===== config.mk =====
export PLATFORM = sky130hd
export DESIGN_NAME = ctvf_controller
export DESIGN_NICKNAME = d
export VERILOG_FILES = /design/src/design/ctvf_pkg.sv /design/src/design/ctvf_controller.sv
export SDC_FILE = /design/constraint.sdc
export NUM_CORES = 1
export LEC_CHECK = 0
export BUFFER_PORTS_ARGS = -buffer_cell sky130_fd_sc_hd__buf_2
export CAP_MARGIN = 30
export CORE_AREA = 2 2 39 41
export DETAILED_ROUTE_END_ITERATION = 8
export DIE_AREA = 0 0 41 43
export MAX_ROUTING_LAYER = met4
export PLACE_DENSITY = 0.43
export RECOVER_POWER = 25
export SLEW_MARGIN = 20
export SYNTH_ARGS = -nofsm -noshare
export SYNTH_HDL_FRONTEND = slang
export SYNTH_SLANG_ARGS = --single-unit

===== constraint.sdc =====
create_clock -name aclk -period 1.63 [get_ports aclk]
set_input_delay 0.326 -clock aclk [delete_from_list [all_inputs] [get_ports aclk]]
set_output_delay 0.326 -clock aclk [all_outputs]
set_load 0.005 [all_outputs]

===== src/design/ctvf_pkg.sv =====
// Shared types and constants for the call-trace vtable filter.
// Used by every module of the block except ctvf_ram; depends on nothing.
`timescale 1ns / 1ps

package ctvf_pkg;

    // Range table geometry and pointer size
    localparam int RANGE_DEPTH   = 64;
    localparam int IDX_W         = $clog2(RANGE_DEPTH);
    localparam int NCNT_W        = IDX_W + 1;
    localparam int SRCH_W        = IDX_W + 2;
    localparam int POINTER_BYTES = 8;
    localparam int ALIGN_W       = $clog2(POINTER_BYTES);

    // Field widths
    localparam int ADDR_W   = 64;
    localparam int SLOT_W   = 6;
    localparam int OFS_W    = 32;
    localparam int RCOUNT_W = 7;
    localparam int SKIP_W   = 8;
    localparam int EVCNT_W  = 32;
    localparam int ENTRY_W  = 2 * ADDR_W;

    // Input tdata layout, lowest field first
    localparam int LOC_LSB   = 0;
    localparam int TGT_LSB   = LOC_LSB + ADDR_W;
    localparam int PTR_LSB   = TGT_LSB + ADDR_W;
    localparam int VT_LSB    = PTR_LSB + ADDR_W;
    localparam int SLOT_LSB  = VT_LSB + ADDR_W;
    localparam int FIRST_LSB = SLOT_LSB + SLOT_W;
    localparam int LIMIT_LSB = FIRST_LSB + ADDR_W;
    localparam int S_BITS    = LIMIT_LSB + ADDR_W;
    localparam int S_TDATA_W = ((S_BITS + 7) / 8) * 8;
    localparam int M_TDATA_W = 3 * OFS_W;

    // Configuration port
    localparam int CFG_ADDR_W = 2;
    localparam int CFG_DATA_W = 64;
    localparam logic [CFG_ADDR_W-1:0] REG_MODULE_START = 2'd0;
    localparam logic [CFG_ADDR_W-1:0] REG_MODULE_END   = 2'd1;
    localparam logic [CFG_ADDR_W-1:0] REG_RANGE_COUNT  = 2'd2;
    localparam logic [CFG_ADDR_W-1:0] REG_SKIP_MASK    = 2'd3;

    // Item kinds carried in s_tuser
    localparam logic OP_CALL = 1'b0;
    localparam logic OP_LOAD = 1'b1;

    typedef enum logic [2:0] {
        ST_IDLE,
        ST_LOAD,
        ST_EVAL,
        ST_ADDR,
        ST_CMP,
        ST_OUT
    } ctvf_state_t;

    // Controller to datapath
    typedef struct packed {
        logic capture;
        logic ram_we;
        logic cnt_step;
        logic srch_init;
        logic srch_issue;
        logic srch_update;
        logic out_load;
    } ctvf_cmd_t;

    // Datapath to controller
    typedef struct packed {
        logic op;
        logic prefilter_ok;
        logic srch_active;
        logic hit;
        logic out_free;
    } ctvf_sts_t;

endpackage


===== src/design/ctvf_controller.sv =====
// Controller state machine: sequences loads, prefilter, binary search and
// hand-off to the output register. Depends on ctvf_pkg.
`timescale 1ns / 1ps

module ctvf_controller (
    input  logic                aclk,
    input  logic                aresetn,
    input  logic                s_tvalid,
    output logic                s_tready,
    input  ctvf_pkg::ctvf_sts_t sts,
    output ctvf_pkg::ctvf_cmd_t cmd
);
    import ctvf_pkg::*;

    ctvf_state_t state_reg;
    ctvf_state_t state_next;
    logic        accept;

    assign s_tready = (state_reg == ST_IDLE);
    assign accept   = s_tvalid && s_tready;

    // State register
    always_ff @(posedge aclk) begin
        if (!aresetn) begin
            state_reg <= ST_IDLE;
        end else begin
            state_reg <= state_next;
        end
    end

    // Next state
    always_comb begin
        state_next = state_reg;
        case (state_reg)
            ST_IDLE: begin
                if (accept) begin
                    state_next = ST_EVAL;
                end
            end
            ST_EVAL: begin
                if (sts.op == OP_LOAD) begin
                    state_next = ST_LOAD;
                end else if (sts.prefilter_ok) begin
                    state_next = ST_ADDR;
                end else begin
                    state_next = ST_IDLE;
                end
            end
            ST_LOAD: begin
                state_next = ST_IDLE;
            end
            ST_ADDR: begin
                if (sts.srch_active) begin
                    state_next = ST_CMP;
                end else begin
                    state_next = ST_IDLE;
                end
            end
            ST_CMP: begin
                if (sts.hit) begin
                    state_next = ST_OUT;
                end else begin
                    state_next = ST_ADDR;
                end
            end
            ST_OUT: begin
                if (sts.out_free) begin
                    state_next = ST_IDLE;
                end
            end
            default: begin
                state_next = ST_IDLE;
            end
        endcase
    end

    // Commands
    always_comb begin
        cmd = '0;
        case (state_reg)
            ST_IDLE: begin
                cmd.capture = accept;
            end
            ST_EVAL: begin
                cmd.cnt_step  = (sts.op == OP_CALL);
                cmd.srch_init = (sts.op == OP_CALL);
            end
            ST_LOAD: begin
                cmd.ram_we = 1'b1;
            end
            ST_ADDR: begin
                cmd.srch_issue = sts.srch_active;
            end
            ST_CMP: begin
                cmd.srch_update = 1'b1;
            end
            ST_OUT: begin
                cmd.out_load = sts.out_free;
            end
            default: ;
        endcase
    end

endmodule


==> results of run 1 <==
cell usage after synthesis, drive strengths merged:
master / n / area share
nand2: 4 / 0.067
o2bb2ai: 1 / 0.039
a21oi: 1 / 0.022
nand3b: 1 / 0.033
o21ai: 1 / 0.022
and4b: 1 / 0.061
nor2: 6 / 0.10
nor3b: 2 / 0.067
and2: 1 / 0.028
dfxtp: 3 / 0.27
o21a: 1 / 0.033
nor3: 2 / 0.067
nand2b: 1 / 0.039
buf: 2 / 0.12
a211oi: 1 / 0.033
final timing paths:
check,from,to,slack [ns],depth (start not counted)
setup reg to reg,state_reg[0],state_reg[2],0.63,3
hold / removal,aresetn,state_reg[2],0.34,2
setup / recovery,state_reg[0],cmd[2],0.21,2
hold reg to reg,state_reg[1],state_reg[1],0.58,1
worst max-delay path, stage by stage, from the launching register on:
cell and delay, ns:
dfxtp_1 0.48, and4b_4 0.28, buf_2 0.11
per-stage QoR:
stage | hold WS, ns | worst slack, ns | instance area, um2
6_report | 0.344 | 0.214 | 319
5_1_grt | 0.346 | 0.0908 | 319
4_1_cts | 0.344 | 0.203 | 319
3_5_place_dp | 0.581 | 0.459 | 293
3_3_place_gp | 0.583 | 0.465 | 293
2_1_floorplan | 0.443 | 0.442 | 225
layer usage:
metal | vias up | share of wire
met1 | 103 | 0.44
met4 | 0 | 0
met5 | - | 0
met2 | 8 | 0.50
li1 | 130 | -
met3 | 0 | 0.060
cells by family after synthesis:
| group | after synthesis | share of synthesized area |
|---|---|---|
| compound gates | 5 | 0.150 |
| buf+inv | 2 | 0.122 |
| flops | 3 | 0.267 |
| simple gates | 18 | 0.461 |
power groups by stage:
stage | Sequential [mW] | Clock [mW] | Combinational, mW
4_1_cts | 0.0863 | 0.141 | 0.0436
3_3_place_gp | 0.0873 | 0 | 0.0442
3_5_place_dp | 0.0874 | 0 | 0.0436
2_1_floorplan | 0.0840 | 0 | 0.0304
5_1_grt | 0.0876 | 0.148 | 0.0503
6_report | 0.0861 | 0.134 | 0.0427
area by class of cell:
cell class	instances	area, um2
Clock buffer	4	26.3
Fill cell	167	1060
Multi-Input combinational cell	23	138
Sequential cell	3	60.1
Tap cell	16	20.0
Timing Repair Buffer	15	75.1
==> impl_metrics.env, run 1 <==
export IMPL_layout_drive_gt1_share=0.467
export IMPL_p_per_area_nw_per_um2=824
export IMPL_gp_congestion=0.729
export IMPL_start_util=0.163
export IMPL_cp_end_kind="primary output"
export IMPL_ant_nets=0
export IMPL_cts_tree="yes"
export IMPL_grt_pass1_wl_um=883
export IMPL_antenna_cells=0
export IMPL_setup_viol=0
export IMPL_clk_path_buf_depth=2
export IMPL_syn_area_per_cell_um2=8.04
export IMPL_ys_warn_count=0
export IMPL_hold_viol_final=0
export IMPL_netlist_area_um2=225
export IMPL_dieWidth_um=41
export IMPL_grt_start_max_net_pins=10
export IMPL_worstPathRequired_ns=1.30
export IMPL_wl_per_cell_um=9.21
export IMPL_std_cell_rows=14
export IMPL_path_max_fanout=9
export IMPL_finalNetCount=54
export IMPL_power_uw=263
export IMPL_worst_ep_arrival_time_ns=1.09
export IMPL_combPwrFrac=0.163
export IMPL_antenna_found_initial=0
export IMPL_drt_total_wl_um=562
export IMPL_cts_sinks=3
export IMPL_irDropWorstVdd_mv=0.233
export IMPL_tns_ns=0
export IMPL_viasPerCell=3.95
export IMPL_finalCritPeriodShare=0.869
export IMPL_use_met1=0.0958
export IMPL_areaGrowthSynthToFinish_pct=41.7
export IMPL_clk_latency_ns=0.24
export IMPL_report_final_slew_viol_count=0
export IMPL_ys_ff_latch=3
export IMPL_slew_headroom=0.807
export IMPL_gr_total_overflow=0
export IMPL_fp_coreArea_um2=1380
export IMPL_maxCapViolations=0
export IMPL_fin_util=0.231
export IMPL_seqPwrFrac=0.328
export IMPL_top_usage_layer="met4"
export IMPL_grt_usage=0.0811
export IMPL_cp_start_kind="register"
export IMPL_p_switching_uw=68.4
export IMPL_die_h_um=43
export IMPL_dieArea_um2=1760
export IMPL_yosysSeqAreaShare=0.267
export IMPL_switching_share=0.260
export IMPL_hp_class="in2reg"
export IMPL_cts_clk_slew_worst_paths_ns=0.04
export IMPL_grt_pass1_vias=215
export IMPL_worst_slew_pin_slew_ns=0.288
export IMPL_largest_reg_flops=3
export IMPL_numPortBuffers=15
export IMPL_period_minus_slack_ns=1.42
export IMPL_fin_cells=61
export IMPL_worstSetupPathType="reg2out"
export IMPL_synth_distinct_cells=17
export IMPL_vias=241
export IMPL_synthCells=28
export IMPL_max_clock_freq_mhz=706
export IMPL_htreeDepth=1
export IMPL_rsz0062_at_grt="no"
export IMPL_use_met2=0.0969
export IMPL_internal_power_uw=195
export IMPL_hold_buffers=0
export IMPL_skew_ns=0.00225
export IMPL_dp_cells=57
export IMPL_grt_use_met3=0.0157
export IMPL_final_common_cell="buf_2"
export IMPL_io_pins=16
export IMPL_firstDrtPassIters=4
export IMPL_cts_inserted_buffers=3
export IMPL_syn_nets=36
export IMPL_cts_setup_buffers=0
export IMPL_most_common_layout_cells="15 x buf_2, 6 x nor2_1, 4 x nand2_1"
export IMPL_outcome="completed"
export IMPL_power_leakage_nw=0.150
export IMPL_ctsResizeCount=0
export IMPL_drc=0
export IMPL_pwr_share_clk=0.510
export IMPL_root_buffer="clkbuf_4"
export IMPL_drt_initial_drc_count=3
(Power assumes the default switching activity.)
==> inputs of run 2 (changes only) <==
CTS_CLUSTER_DIAMETER = 30   (was default)
clock period = 1.4 ns   (was 1.63 ns; I/O delays follow)
==> impl_metrics.env, run 2 (synthesis results as in run 1) <==
export IMPL_rsz0062_at_grt="no"
export IMPL_worstReg2RegEnd="state_reg[2]"
export IMPL_cp_end_kind="primary output"
export IMPL_root_buffer="clkbuf_4"
export IMPL_io_pins=16
export IMPL_start_util=0.163
export IMPL_power_leakage_nw=0.151
export IMPL_pwr_share_clk=0.509
export IMPL_combPwrFrac=0.165
export IMPL_cts_inserted_buffers=3
export IMPL_worstPathRequired_ns=1.12
export IMPL_worst_slew_pin_slew_ns=0.183
export IMPL_report_final_slew_viol_count=0
export IMPL_worstSetupPathType="reg2out"
export IMPL_antenna_found_initial=0
export IMPL_tns_ns=0
export IMPL_fin_cells=61
export IMPL_cts_sinks=3
export IMPL_vias=245
export IMPL_ant_nets=0
export IMPL_hold_viol_final=0
export IMPL_worst_ep_arrival_time_ns=1.02
export IMPL_drc=0
export IMPL_p_per_area_nw_per_um2=956
export IMPL_dieArea_um2=1760
export IMPL_path_max_fanout=8
export IMPL_std_cell_rows=14
export IMPL_clk_path_buf_depth=2
export IMPL_hp_class="in2reg"
export IMPL_drt_total_wl_um=573
export IMPL_internal_power_uw=228
export IMPL_finalNetCount=54
export IMPL_htreeDepth=1
export IMPL_fillCellCount=163
export IMPL_fp_coreArea_um2=1380
export IMPL_largest_reg_flops=3
export IMPL_outcome="completed"
export IMPL_cts_clk_slew_worst_paths_ns=0.04
export IMPL_firstDrtPassIters=4
export IMPL_layout_drive_gt1_share=0.556
export IMPL_dp_cells=57
export IMPL_skew_ns=0.00152
export IMPL_startpoint="state_reg[2]"
export IMPL_cp_start_kind="register"
export IMPL_p_switching_uw=82.9
export IMPL_drt_initial_drc_count=4
export IMPL_r2r_start="state_reg[1]"
export IMPL_grt_pass1_vias=237
export IMPL_gr_total_overflow=0
export IMPL_max_clock_freq_mhz=768
export IMPL_grt_pass1_wl_um=910
export IMPL_holdPathStages=3
export IMPL_clk_latency_ns=0.24
export IMPL_cts_tree="yes"
export IMPL_period_minus_slack_ns=1.30
export IMPL_seqPwrFrac=0.326
export IMPL_setup_viol=0
export IMPL_most_common_layout_cells="15 x buf_2, 5 x nor2_1, 4 x nand2_1"
export IMPL_wl_per_cell_um=9.39
export IMPL_grt_start_max_net_pins=10
export IMPL_irDropWorstVdd_mv=0.280
export IMPL_r2r_setup_slack_ns=0.46
export IMPL_die_h_um=43
export IMPL_gp_congestion=0.729
export IMPL_grt_usage=0.0832
export IMPL_switching_share=0.267
export IMPL_numPortBuffers=15
export IMPL_antenna_cells=0
export IMPL_post_dp_hpwl_um=450
export IMPL_viasPerCell=4.02
export IMPL_crit_end="cmd[2]"
export IMPL_finalCritPeriodShare=0.930
export IMPL_maxCapViolations=0
export IMPL_reg2reg_depth=3
export IMPL_slew_headroom=0.878
export IMPL_areaGrowthSynthToFinish_pct=44.4
export IMPL_final_common_cell="buf_2"
export IMPL_dieWidth_um=41
[run 2: how the worst min path moves through the flow]
stage	startpoint	endpoint	slack, ns
floorplan	aresetn	state_reg[0]	0.40
global placement	aresetn	state_reg[0]	0.54
detailed placement	aresetn	state_reg[2]	0.55
CTS	sts[3]	state_reg[1]	0.30
global route	sts[3]	state_reg[1]	0.30
finish	sts[3]	state_reg[1]	0.29
[run 2: repair_timing]
item / CTS / global route
setup endpoints to repair: 0 / 7
setup buffers: 0 / 0
hold buffers: 0 / 0
gates resized for setup: 0 / 4
[run 2: through the flow]
step                      power [mW]  area [um2]   util  setup slack, ns  hold WS [ns]
final                          0.311         325  0.235           0.0975         0.293
after global routing           0.335         325  0.235           0.0130         0.302
after CTS                      0.315         319  0.231           0.0142         0.298
after detailed placement       0.153         293  0.212            0.266         0.546
after global placement         0.153         293  0.212            0.281         0.540
after floorplan                0.133         225      -            0.258         0.397
[run 2: final cells by class]
type	count	area (um2)	area share
flip-flops and latches	3	63.8	0.196
repair buffers	15	75.1	0.231
clock buffers	4	26.3	0.0808
multi-input cells	23	140	0.431
well taps	16	20.0	0.0615
[run 2: routing by layer]
metal / part of all wire / vias to the layer above / GRT usage
met5: 0 / - / -
met4: 0 / 0 / 0.100
met3: 0.065 / 0 / 0.0157
met2: 0.48 / 8 / 0.106
met1: 0.45 / 105 / 0.0927
li1: - / 132 / -
[run 2: worst max-delay path, stage by stage (launching register included)]
cell	delay [ns]
dfxtp_2	0.35
and4b_4	0.33
buf_2	0.11
[run 2: power by group through the flow]
stage | sequential [mW] | combinational, mW | clock (mW)
3_5_place_dp | 0.102 | 0.0508 | 0
5_1_grt | 0.103 | 0.0591 | 0.173
3_3_place_gp | 0.102 | 0.0514 | 0
2_1_floorplan | 0.0978 | 0.0354 | 0
4_1_cts | 0.100 | 0.0510 | 0.164
6_report | 0.101 | 0.0512 | 0.158
